<file path="config.mk">
export PLATFORM = sky130hd
export DESIGN_NAME = prlsp_div
export DESIGN_NICKNAME = d
export VERILOG_FILES = /design/src/prlsp_pkg.sv /design/src/prlsp_div.sv
export SDC_FILE = /design/constraint.sdc
export NUM_CORES = 1
export LEC_CHECK = 0
export BUFFER_PORTS_ARGS = -buffer_cell sky130_fd_sc_hd__buf_2
export CELL_PAD_IN_SITES_DETAIL_PLACEMENT = 1
export CELL_PAD_IN_SITES_GLOBAL_PLACEMENT = 2
export CORE_MARGIN = 3
export CORE_UTILIZATION = 32
export DETAILED_ROUTE_END_ITERATION = 10
export GPL_ROUTABILITY_DRIVEN = 0
export GPL_TIMING_DRIVEN = 0
export PLACE_DENSITY_LB_ADDON = 0.1
export REMOVE_ABC_BUFFERS = 1
export SLEW_MARGIN = 30
export SYNTH_ARGS = -nofsm -noshare
export SYNTH_HDL_FRONTEND = slang
export SYNTH_SLANG_ARGS = --single-unit
</file>
<file path="constraint.sdc">
create_clock -name clk -period 2.4 [get_ports clk]
set_clock_uncertainty 0.15 [all_clocks]
set_input_delay 0.24 -clock clk [delete_from_list [all_inputs] [get_ports clk]]
set_output_delay 0.24 -clock clk [all_outputs]
set_load 0.01 [all_outputs]
</file>
<file path="src/prlsp_pkg.sv">
// Shared types and constants for the path record lookahead speed planner.
package prlsp_pkg;

  // Input word: one record or track tick
  typedef struct packed {
    logic               cmd;
    logic signed [23:0] distance;
    logic signed [15:0] heading;
  } in_word_t;

  // Output word: planner status after one tick
  typedef struct packed {
    logic [11:0] speed;
    logic        sampled;
    logic [9:0]  path_index;
    logic        reset_request;
  } out_word_t;

  // Configuration registers as seen by the core
  typedef struct packed {
    logic [15:0] point_spacing;
    logic [7:0]  segment_length;
    logic [11:0] speed_straight;
    logic [11:0] speed_small_curve;
    logic [11:0] speed_right_angle;
    logic [11:0] speed_sharp;
  } cfg_t;

  // Configuration register indexes
  localparam logic [2:0] REG_POINT_SPACING     = 3'd0;
  localparam logic [2:0] REG_SEGMENT_LENGTH    = 3'd1;
  localparam logic [2:0] REG_SPEED_STRAIGHT    = 3'd2;
  localparam logic [2:0] REG_SPEED_SMALL_CURVE = 3'd3;
  localparam logic [2:0] REG_SPEED_RIGHT_ANGLE = 3'd4;
  localparam logic [2:0] REG_SPEED_SHARP       = 3'd5;

  // Ratio thresholds in Q8.8 (0.7, 2.5 and 4.0 degrees per segment)
  localparam logic [15:0] RATIO_STRAIGHT = 16'd179;
  localparam logic [15:0] RATIO_SMALL    = 16'd640;
  localparam logic [15:0] RATIO_RIGHT    = 16'd1024;

  // floor(x / 60) for 12-bit x as (x * 4370) >> 18
  localparam logic [12:0] LOOK_RECIP = 13'd4370;
  localparam int          LOOK_SHIFT = 18;

  // Band width divisions as (n * m) >> 30, exact for n below 2^23
  localparam logic [21:0] BAND1_RECIP = 22'd2329158;  // divide by 461
  localparam logic [21:0] BAND2_RECIP = 22'd2796203;  // divide by 384
  localparam int          BAND_SHIFT  = 30;

  // Divider handshake between the sequencer and the shared divider
  typedef struct packed {
    logic        start;
    logic [23:0] dividend;
    logic [15:0] divisor;
  } div_req_t;

  typedef struct packed {
    logic        done;
    logic [23:0] quotient;
  } div_rsp_t;

  // Sequencer states
  typedef enum logic [3:0] {
    S_IDLE,
    S_REC,
    S_TRACK,
    S_IDIV,
    S_CLAMP,
    S_PLAN,
    S_LOAD,
    S_PRIME,
    S_SEG,
    S_SDIV,
    S_STEP,
    S_MAP,
    S_MDIV,
    S_DONE
  } state_t;

endpackage

</file>
<file path="src/prlsp_div.sv">
// Shared restoring divider: one quotient bit per cycle.
module prlsp_div
  import prlsp_pkg::*;
(
  input  logic     clk,
  input  logic     rst,
  input  div_req_t req,
  output div_rsp_t rsp
);

  logic        busy;
  logic [4:0]  cnt;
  logic [15:0] rem;
  logic [23:0] quo;
  logic [15:0] dvs;
  logic        done;
  logic [16:0] trial;
  logic        fits;

  // Trial subtract of the next partial remainder
  always_comb begin
    trial = {rem, quo[23]};
    fits  = trial >= {1'b0, dvs};
  end

  // Control: count 24 steps per division
  always_ff @(posedge clk) begin
    if (rst) begin
      busy <= 1'b0;
      cnt  <= '0;
      done <= 1'b0;
    end else begin
      done <= 1'b0;
      if (req.start) begin
        busy <= 1'b1;
        cnt  <= '0;
      end else if (busy) begin
        cnt <= cnt + 5'd1;
        if (cnt == 5'd23) begin
          busy <= 1'b0;
          done <= 1'b1;
        end
      end
    end
  end

  // Datapath: shift the dividend through, build the quotient
  always_ff @(posedge clk) begin
    if (req.start) begin
      rem <= '0;
      quo <= req.dividend;
      dvs <= req.divisor;
    end else if (busy) begin
      rem <= fits ? 16'(trial - {1'b0, dvs}) : trial[15:0];
      quo <= {quo[22:0], fits};
    end
  end

  assign rsp.done     = done;
  assign rsp.quotient = quo;

endmodule

</file>
# == Word level (Yosys, flattened, before mapping) ==
# Cells that the tools add are included.
# op_classes
add_sub_neg,2
reduce_logical,3
muxes,7
n_eq_ne,1
n_bitwise,1
order_cmp,1
# op_table
operator,n
2-to-1 mux 24 bit,2
>= comparator 17 x 16 -> 1 bit,1
2-to-1 mux 16 bit,1
subtractor 16 bit,1
"adder 5 x 1 -> 5 bit, second input constant",1
"equality test 5 bit, second input constant",1
2-to-1 mux 1 bit,4
OR reduction 3 bit,1
nonzero test 2 bit,1
OR reduction 2 bit,1
inverter 1 bit,1
# word_totals
output_inout_bits,25
elab_cells,21
inputBits,43
register_bits,63

# == Depth between registers and ports, before layout ==
# Gate-level depths: netlist of run 1.
# depth
depth_word,4
depth_mapped,10
mapped_depth_nobuf,9

# == Worst setup path after synthesis of run 1 ==
# No wires, ideal clock.
# synth_path
path_kind,register to register
from,register quo[23]
to,register rem[10]
stages_incl_launch_ff,10
period_less_slack_ps,2381
arrival_time_ps,2143
slack_ps,19
setup_time_ps,88
n_path_buf,0
t_required_ps,2162
cell_sequence,edfxtp_1 > inv_1 > ha_1 > fa_1 > nand2b_1 > a21oi_1 > o31ai_1 > a211oi_1 > nand2_2 > a311oi_2
# synth_between
elab_chain_cells,2
elab_cells_between_ends,3
cone_classes,1 x add/sub; 1 x order compare; 1 x mux
# synth_rtl
item,line_no,text
from (decl),prlsp_div.sv:14,logic [23:0] quo;
from (signal assigned),prlsp_div.sv:51,quo <= req.dividend;
from (signal assigned),prlsp_div.sv:55,"quo <= {quo[22:0], fits};"
subtractor 16 bit or >= comparator 17 x 16 -> 1 bit (tied branches),"prlsp_div.sv:54, prlsp_div.sv:23",
2-to-1 mux 16 bit (*),prlsp_div.sv:54,"rem <= fits ? 16'(trial - {1'b0, dvs}) : trial[15:0];"
to (signal assigned),prlsp_div.sv:54,
to (decl),prlsp_div.sv:13,logic [15:0] rem;
# Every way passes the cells marked *; elsewhere a longest branch is shown, timed or not.
# A chain may end at the register's enable or synchronous reset.

# == Worst setup path after layout of run 1 ==
# layout_path
from,register quo[23]
to,register rem[12]
# Same word-level chain as after synthesis.

==> impl_metrics.py, run 1 <==
metrics = {
    "placement": {
        "hpwl_um": 6350,
        "dpl_cell_area_mm2": 0.00391,
        "port_buffers": 67,
    },
    "cells_and_area": {
        "layout_commonest_cell": "buf_2",
        "fillers": 1157,
        "drive_above_1_share_pct": 41.2,
        "post-route-cell-area_mm2": 0.00480,
        "final_nets": 486,
        "final_cell_mix": "66 x buf_2, 40 x edfxtp_1, 26 x nor2_1",
        "area_growth_pct": 38.6,
        "antenna_cells": 0,
    },
    "critical_path": {
        "path_cells": "inv_1 > ha_2 > fa_2 > nand2b_4 > a21oi_4 > o31a_1 > or4_1 > a31o_4 > o21ai_2",
        "end_kind": "register",
        "cp.buffers_inverters": 1,
        "cp-start-kind": "register",
        "arrival_ns": 2.60,
        "critical_path_required_ns": 2.55,
        "crit_family": "compound AO/OA/AOI/OAI gates",
        "path_max_fanout": 4,
        "cp_slowest_cell": "or4_1",
        "criticalPathCategory": "register to register",
        "cpPeakStageDelay_ns": 0.50,
    },
    "route": {
        "drt-total-wl_um": 9790,
        "vias": 2896,
        "wl_per_cell_um": 17.3,
        "ant_nets": 0,
        "via_per_inst": 5.12,
        "drt-pass1-iter-count": 4,
        "drc": 0,
        "drtIter0Drc": 72,
    },
    "power": {
        "power_density_mw_per_mm2": 615,
        "total_power_mw": 2.95,
        "p_leak_nw": 1.90,
        "peakVddDrop_v": 0.000450,
    },
    "clocking": {
        "cts.sinks": 63,
        "tritoncts": "built",
        "cts_inserted_buffers": 9,
        "clock_path_buffers": 2,
        "clk_latency_ns": 0.36,
        "htree_levels": 3,
        "root_buffer": "clkbuf_8",
        "path_clk_slew_ns": 0.08,
    },
    "run": {
        "cap_violations": 0,
    },
    "yosys": {
        "async_reset_ff_share_pct": 0,
        "avgSynthCellArea_um2": 10.8,
        "synth_seq_cells": 63,
        "synth_edf_count": 40,
        "synth_area_mm2": 0.00346,
        "seq_area_frac_synth_pct": 48.0,
        "synthCells": 320,
        "yosys_warnings": 0,
        "synth_ff_type": "edfxtp_1",
        "synth_cell_type_count": 59,
    },
    "global_route": {
        "grt_overflow": 0,
        "antenna_found_initial": 0,
        "track_usage_pct": 16.2,
        "grt_pass1_wl_um": 15100,
        "grt_max_degree": 54,
        "grt_pass1_vias": 2936,
    },
    "run_status": {
        "violations": "setup timing",
        "outcome": "finished, violations left",
    },
    "timing": {
        "finalSetupViolations": 1,
        "fin_crit_ns": 2.45,
        "max_slew.worst_pin.slew_ns": 0.695,
        "finalCritPeriodShare_pct": 102,
        "worst_slack_ns": -0.0547,
        "slew_viol_final": 0,
        "max_freq_ghz": 0.407,
        "slew_headroom_pct": 53.7,
        "hold_violations": 0,
        "rsz0062_at_grt": "true",
    },
    "die": {
        "die_y_um": 110,
        "start_util_pct": 33.2,
        "fp-row-count": 37,
        "design.die.area_mm2": 0.0121,
        "io_pins": 68,
        "coreArea_mm2": 0.0104,
        "fp.dieW_um": 110,
    },
    "hold_path": {
        "hold_path.class": "input port to register",
    },
}
[flip-flops by register name (all words and copies together) (netlist names)]
| name | count |
|---|---|
| busy | 1 |
| done | 1 |
| rem | 16 |
| cnt | 5 |
| dvs | 16 |
| quo | 24 |
[routing by layer]
| layer | up-vias | wire, um | GRT usage (%) |
|---|---|---|---|
| li1 | 1416 | - | - |
| met1 | 1415 | 4430 | 20.7 |
| met2 | 55 | 4750 | 26.4 |
| met3 | 10 | 505 | 5.77 |
| met4 | 0 | 105 | 3.47 |
| met5 | - | 0 | 0 |
[timing repair]
item,in CTS,in global routing
resized for setup,30,30
endpoints found under the hold margin,17,0
pin swaps,6,16
gates cloned,1,1
hold buffers,17,0
setup buffers,8,12
endpoints found under the setup margin,41,17
[worst register-to-register path, cell delays in order, from the launching register on]
cell and delay (ns):
edfxtp_1 0.39, inv_1 0.08, ha_2 0.18, fa_2 0.21
nand2b_4 0.15, a21oi_4 0.08, o31a_1 0.32, or4_1 0.50
a31o_4 0.25, o21ai_2 0.10
[power by group]
| group | internal (mW) | switching (mW) | total, mW | leakage, nW |
|---|---|---|---|---|
| clock | 0.538 | 0.447 | 0.985 | 0.104 |
| sequential | 1.25 | 0.0553 | 1.30 | 0.587 |
| combinational | 0.319 | 0.341 | 0.661 | 1.21 |
[cell families after synthesis]
kind of cell	count (synthesis)	share of synthesized area, %
AND/OR/NAND/NOR	85	12.7
AO/OA/AOI/OAI	80	16.7
flip-flops	63	48.0
buffers and inverters	37	4.56
multiplexers	29	9.26
adder cells (fa/ha/maj)	18	6.72
XOR/XNOR	8	2.02
[synthesized netlist by cell type, types with 3 or more instances]
master    number  share of area, %
a211oi_1       3              0.65
nand3_1        6              0.87
inv_1         25               2.7
a21o_1         4              0.87
buf_1          3              0.33
nor3_1         6              0.87
nand2_1       17               1.8
o21ai_0       13               1.9
o31ai_1        3              0.65
mux2i_1        5               1.4
mux2_2        24               7.8
edfxtp_1      40                35
xnor2_1        4               1.0
nand2b_1       8               1.4
clkbuf_1       5              0.54
dfxtp_1       23                13
a31oi_1        5              0.90
a32oi_1        4               1.0
nand4_1        3              0.54
nor2_1        27               2.9
ha_1          17               6.1
a311oi_2       3               1.3
o21ai_1        4              0.58
buf_4          3              0.65
a21oi_1       15               2.2
xor2_1         4               1.0
nand2_2        3              0.54
[cell type report]
type	count	area, um2	area share [%]
Clock buffer	13	159	3.31
Clock inverter	3	43.8	0.913
Inverter	25	97.6	2.03
Multi-Input combinational cell	221	1960	40.9
Sequential cell	63	1670	34.7
Tap cell	136	170	3.55
Timing Repair Buffer	104	691	14.4
Timing Repair inverter	1	7.51	0.156
[worst paths after layout]
| path | from | endpoint | slack, ns | cells past startpoint |
|---|---|---|---|---|
| min | req[16] | quo[0]$_DFFE_PP_ | 0.02 | 3 |
| max reg2reg | quo[23]$_DFFE_PP_ | rem[12]$_SDFFE_PP0P_ | -0.05 | 9 |
| min reg2reg | rem[3]$_SDFFE_PP0P_ | rem[3]$_SDFFE_PP0P_ | 0.34 | 2 |
| max | quo[23]$_DFFE_PP_ | rem[12]$_SDFFE_PP0P_ | -0.05 | 9 |
[per-stage QoR]
step                std cells  setup TNS, ns  utilization [%]  worst slack [ns]  hold WS (ns)
CTS                       553        -0.0614             43.4           -0.0528       0.00792
global placement          511         -23.59             37.5            -0.735         0.265
floorplan                 308              0                -           0.00445         0.158
finish                    566        -0.0547             46.1           -0.0547        0.0203
detailed placement        511         -15.89             37.5            -0.451         0.268
global route              566         -0.560             46.1            -0.167        0.0196
Note: power is estimated with default switching activity, not from simulation.
==> run 2: changes to the inputs <==
--- a/config.mk
+++ b/config.mk
@@ -5,11 +5,12 @@
 export SDC_FILE = /design/constraint.sdc
 export NUM_CORES = 1
 export LEC_CHECK = 0
+export ABC_AREA = 1
 export BUFFER_PORTS_ARGS = -buffer_cell sky130_fd_sc_hd__buf_2
 export CELL_PAD_IN_SITES_DETAIL_PLACEMENT = 1
 export CELL_PAD_IN_SITES_GLOBAL_PLACEMENT = 2
 export CORE_MARGIN = 3
-export CORE_UTILIZATION = 32
+export CORE_UTILIZATION = 29
 export DETAILED_ROUTE_END_ITERATION = 10
 export GPL_ROUTABILITY_DRIVEN = 0
 export GPL_TIMING_DRIVEN = 0
==> impl_metrics.py, run 2 <==
metrics = {
    "clocking": {
        "cts.sinks": 63,
        "cts_inserted_buffers": 9,
        "tritoncts": "built",
        "htree_levels": 3,
        "clk_latency_ns": 0.34,
        "root_buffer": "clkbuf_16",
        "path_clk_slew_ns": 0.06,
        "clock_path_buffers": 2,
    },
    "critical_path": {
        "path_max_fanout": 9,
        "cp-start-kind": "register",
        "critical_path_required_ns": 2.46,
        "end_kind": "register",
        "arrival_ns": 2.27,
        "criticalPathCategory": "register to register",
    },
    "route": {
        "via_per_inst": 4.48,
        "topRoutingLayerUsed": "met4",
        "drt-pass1-iter-count": 4,
        "ant_nets": 0,
        "drt-total-wl_um": 9930,
        "wl_met1_um": 4700,
        "wl_met2_um": 4550,
        "wl_per_cell_um": 13.3,
        "met3_length_um": 559,
        "drc": 0,
        "vias": 3331,
        "drtIter0Drc": 104,
    },
    "timing": {
        "rsz0062_at_grt": "false",
        "finalSetupViolations": 0,
        "max_freq_ghz": 0.452,
        "worst_slack_ns": 0.187,
        "finalCritPeriodShare_pct": 92.2,
        "fin_crit_ns": 2.21,
        "max_slew.worst_pin.slew_ns": 0.868,
        "slew_viol_final": 0,
        "hold_violations": 0,
        "slew_headroom_pct": 42.1,
    },
    "cells_and_area": {
        "final_nets": 632,
        "layout_commonest_cell": "nand2_1",
        "largest_reg_flops": 24,
        "fillers": 1520,
        "largestRegisters": "quo x24, dvs x16, rem x16",
        "area_growth_pct": 27.8,
        "multiInputGateArea_mm2": 0.00166,
        "regMostFlops": "quo",
        "post-route-cell-area_mm2": 0.00468,
        "seqCellArea_mm2": 0.00166,
        "final_cell_mix": "193 x nand2_1, 71 x inv_1, 67 x buf_2",
        "antenna_cells": 0,
        "utilization_pct": 38.5,
        "drive_above_1_share_pct": 18.9,
    },
    "yosys": {
        "synth.area.top_cells": "edfxtp_1 33%, nand2_1 20%, dfxtp_1 13%",
        "seq_area_frac_synth_pct": 45.4,
        "synthCells": 481,
        "synth_cell_type_count": 35,
        "avgSynthCellArea_um2": 7.61,
        "synth_ff_type": "edfxtp_1",
        "synth_seq_cells": 63,
        "synth_top_area_cell": "edfxtp_1",
        "yosys_warnings": 0,
        "synth_most_common_cell": "nand2_1",
        "synth_area_mm2": 0.00366,
        "ys_top_cells_by_count": "193 x nand2_1, 71 x inv_1, 40 x edfxtp_1, 36 x nand3_1, 23 x dfxtp_1",
        "async_reset_ff_share_pct": 0,
        "synth_edf_count": 40,
        "yosys.area.top_type_share_pct": 32.8,
    },
    "power": {
        "peakVddDrop_v": 0.000427,
        "p_leak_nw": 2.37,
        "power_density_mw_per_mm2": 625,
    },
    "placement": {
        "dp_slack_ns": -0.456,
        "hpwl_um": 7110,
        "port_buffers": 67,
        "dpl_cell_area_mm2": 0.00415,
    },
    "hold_path": {
        "hold_path.class": "input port to register",
    },
    "run_status": {
        "outcome": "finished, final reports clean",
    },
    "global_route": {
        "grt_max_degree": 44,
        "track_usage_pct": 15.1,
        "grt_overflow": 0,
        "grt_pass1_vias": 3465,
        "grt_pass1_wl_um": 17000,
        "antenna_found_initial": 0,
    },
    "die": {
        "fp-row-count": 40,
        "die_y_um": 118,
        "io_pins": 68,
        "design.die.area_mm2": 0.0140,
        "start_util_pct": 30.1,
        "fp.dieW_um": 118,
        "coreArea_mm2": 0.0122,
    },
    "run": {
        "cap_violations": 0,
    },
}
[run 2: cell types whose count changed after synthesis, moves of 7 or more]
cell / change
inv_1: +46
nand3b_1: +7
nand3_1: +30
nand2_1: +176
nand2b_1: -8
nor2_1: -8
mux2_2: -24
[run 2: final timing paths]
kind                              from                    to  slack, ns  depth (start not counted)
setup / recovery     dvs[12]$_DFFE_PP_   rem[9]$_SDFFE_PP0P_       0.19                          9
hold / removal                 req[32]     quo[16]$_DFFE_PP_       0.02                          3
setup reg to reg     dvs[12]$_DFFE_PP_   rem[9]$_SDFFE_PP0P_       0.19                          9
hold reg to reg   rem[12]$_SDFFE_PP0P_  rem[12]$_SDFFE_PP0P_       0.32                          2
[run 2: report_power, final]
group          total, mW  leakage [nW]  internal, mW  switching (mW)
clock network       1.29         0.140         0.794           0.492
logic              0.375          1.64         0.152           0.223
registers           1.27         0.589          1.24          0.0327
[run 2: logic make-up (layout without fill, tap and decap cells)]
logic type	count (synthesis)	count (layout)	share of synthesized area [%]
AOI/OAI and AO/OA	26	26	4.10
buffers and inverters	88	183	9.70
xor gates and xnor gates	7	7	1.67
adders and majority gates	18	18	6.35
DFF	63	63	45.4
and+or+nand+nor	279	279	32.8
[run 2: layout make-up]
type	instances	share of cell area [%]
clock buffers	9	4.81
clock inverters	7	1.36
inverters	77	6.25
multi-input cells	330	35.5
flip-flops and latches	63	35.5
well taps	168	4.49
repair buffers	90	12.1
[run 2: layer usage]
metal,vias to the layer above,global-route usage [%]
met5,-,0
met2,66,24.7
met3,8,5.17
met4,0,5.21
met1,1561,18.5
li1,1696,-
[run 2: critical path, cell delays in order, from the launching register on]
cell and delay (ns):
edfxtp_1 0.31, inv_1 0.04, ha_1 0.33, a21oi_1 0.30, a21oi_1 0.16, nor2_4 0.29
buf_4 0.25, nand3_1 0.09, nand3_1 0.09, o21ai_1 0.07
[run 2: metrics by stage]
stage / power, mW / setup TNS, ns / hold WS [ns] / cells
after floorplan: 1.49 / 0 / 0.168 / 470
after global placement: 1.64 / -38.68 / 0.267 / 705
after detailed placement: 1.64 / -17.43 / 0.270 / 705
after CTS: 2.99 / 0 / 0.00462 / 742
after global routing: 3.09 / 0 / 0.0199 / 744
final: 2.93 / 0 / 0.0176 / 744
[run 2: repair_timing]
| item | 4_1_cts | 5_1_grt |
|---|---|---|
| hold buffers | 19 | 0 |
| setup endpoints to repair | 21 | 13 |
| setup buffers | 2 | 1 |
| pin swaps | 1 | 1 |
| endpoints found under the hold margin | 19 | 0 |
| cloned | 0 | 0 |
| gates resized for setup | 1 | 3 |
==> run 3: changes to the inputs <==
==> constraint.sdc (replaced) <==
create_clock -name clk -period 2.4 [get_ports clk]
set_clock_uncertainty 0.15 [all_clocks]
set_input_delay 0.36 -clock clk [delete_from_list [all_inputs] [get_ports clk]]
set_output_delay 0.36 -clock clk [all_outputs]
set_load 0.01 [all_outputs]
==> impl_metrics.py, run 3 (same netlist as run 2, synthesis figures left out) <==
metrics = {
    "timing": {
        "finalSetupViolations": 0,
        "slew_viol_final": 0,
        "max_freq_ghz": 0.456,
        "worst_slack_ns": 0.209,
        "hold_violations": 0,
        "rsz0062_at_grt": "false",
        "max_slew.worst_pin.slew_ns": 0.870,
        "fin_crit_ns": 2.19,
        "whs_ns": 0.0456,
        "slew_headroom_pct": 41.9,
        "finalCritPeriodShare_pct": 91.3,
    },
    "route": {
        "vias": 3261,
        "wl_per_cell_um": 13.5,
        "drt-total-wl_um": 9800,
        "drt-pass1-iter-count": 4,
        "ant_nets": 0,
        "via_per_inst": 4.50,
        "drtIter0Drc": 100,
        "drc": 0,
    },
    "hold_path": {
        "whs_path_depth": 1,
        "hold_path.class": "input port to register",
    },
    "cells_and_area": {
        "regMostFlops": "quo",
        "area_growth_pct": 22.8,
        "utilization_pct": 37.0,
        "largestRegisters": "quo x24, dvs x16, rem x16",
        "stdcell_count": 725,
        "largest_reg_flops": 24,
        "final_nets": 613,
        "fillers": 1532,
        "antenna_cells": 0,
        "drive_above_1_share_pct": 19.7,
        "final_cell_mix": "193 x nand2_1, 71 x inv_1, 67 x buf_2",
        "post-route-cell-area_mm2": 0.00450,
        "layout_commonest_cell": "nand2_1",
    },
    "run_status": {
        "outcome": "finished, final reports clean",
    },
    "die": {
        "coreArea_mm2": 0.0122,
        "die_y_um": 118,
        "fp-row-count": 40,
        "fp.dieW_um": 118,
        "design.die.area_mm2": 0.0140,
        "io_pins": 68,
        "start_util_pct": 30.1,
    },
    "critical_path": {
        "critical_path_required_ns": 2.46,
        "criticalPathCategory": "register to register",
        "rrSetupSlack_ns": 0.21,
        "reg2regPathDepth": 11,
        "cp-start-kind": "register",
        "end_kind": "register",
        "path_max_fanout": 18,
        "arrival_ns": 2.25,
    },
    "clocking": {
        "root_buffer": "clkbuf_16",
        "clk_latency_ns": 0.34,
        "htree_levels": 3,
        "tritoncts": "built",
        "holdBufCountCts": 0,
        "path_clk_slew_ns": 0.06,
        "cts.sinks": 63,
        "cts_inserted_buffers": 9,
        "clock_path_buffers": 2,
    },
    "global_route": {
        "grt_max_degree": 44,
        "grt_pass1_wl_um": 16600,
        "grt_pass1_vias": 3382,
        "track_usage_pct": 14.9,
        "antenna_found_initial": 0,
        "grt_overflow": 0,
    },
    "run": {
        "cap_violations": 0,
    },
    "placement": {
        "dp_cells": 705,
        "port_buffers": 67,
        "dpl_cell_area_mm2": 0.00415,
        "hpwl_um": 7110,
        "dp_slack_ns": -0.576,
    },
    "power": {
        "p_leak_nw": 2.27,
        "peakVddDrop_v": 0.000425,
        "power_density_mw_per_mm2": 645,
    },
}
## run 3: power breakdown
part / internal, mW / switching (mW) / leakage (nW)
logic: 0.132 / 0.220 / 1.54
clock network: 0.794 / 0.487 / 0.140
registers: 1.24 / 0.0325 / 0.589
## run 3: path summary, 6_finish.rpt
kind                                      startpoint                    to
worst max register to register      dvs[9]$_DFFE_PP_   rem[4]$_SDFFE_PP0P_
worst min register to register  rem[12]$_SDFFE_PP0P_  rem[12]$_SDFFE_PP0P_
worst max-delay path                dvs[9]$_DFFE_PP_   rem[4]$_SDFFE_PP0P_
worst min-delay path                          req[1]      dvs[1]$_DFFE_PP_
## run 3: worst max-delay path, stage by stage (launching register included)
cell	delay, ns
edfxtp_1	0.32
inv_1	0.04
ha_1	0.37
nand2_1	0.14
inv_2	0.08
nand2_1	0.09
nor2_2	0.23
nand2_8	0.16
nand2_4	0.23
nand2_1	0.08
nand3_1	0.07
o21ai_0	0.09
## run 3: layout make-up
type                            instances  area (um2)  area share [%]
Multi-Input combinational cell        330        1660            37.0
Sequential cell                        63        1660            37.0
Timing Repair Buffer                   71         378            8.40
Inverter                               77         295            6.57
Clock buffer                            9         225            5.01
Tap cell                              168         210            4.67
Clock inverter                          7        63.8            1.42
## run 3: repair_timing
| action | in CTS | in global routing |
|---|---|---|
| gates resized for setup | 2 | 3 |
| setup endpoints to repair | 42 | 13 |
| setup buffers | 2 | 1 |
| pin swaps | 1 | 1 |
## run 3: metal layers
metal	global-route usage, %	part of all wire [%]	vias up
met5	0	0	-
met4	5.21	1.2	0
met3	5.55	6.2	9
met2	24.0	45	62
met1	18.2	47	1532
li1	-	-	1658
## run 3: metrics by stage
step | setup TNS (ns) | power [mW]
floorplan | 0 | 1.49
global placement | -45.91 | 1.64
detailed placement | -24.39 | 1.64
CTS | 0 | 2.96
global route | 0 | 3.06
finish | 0 | 2.90
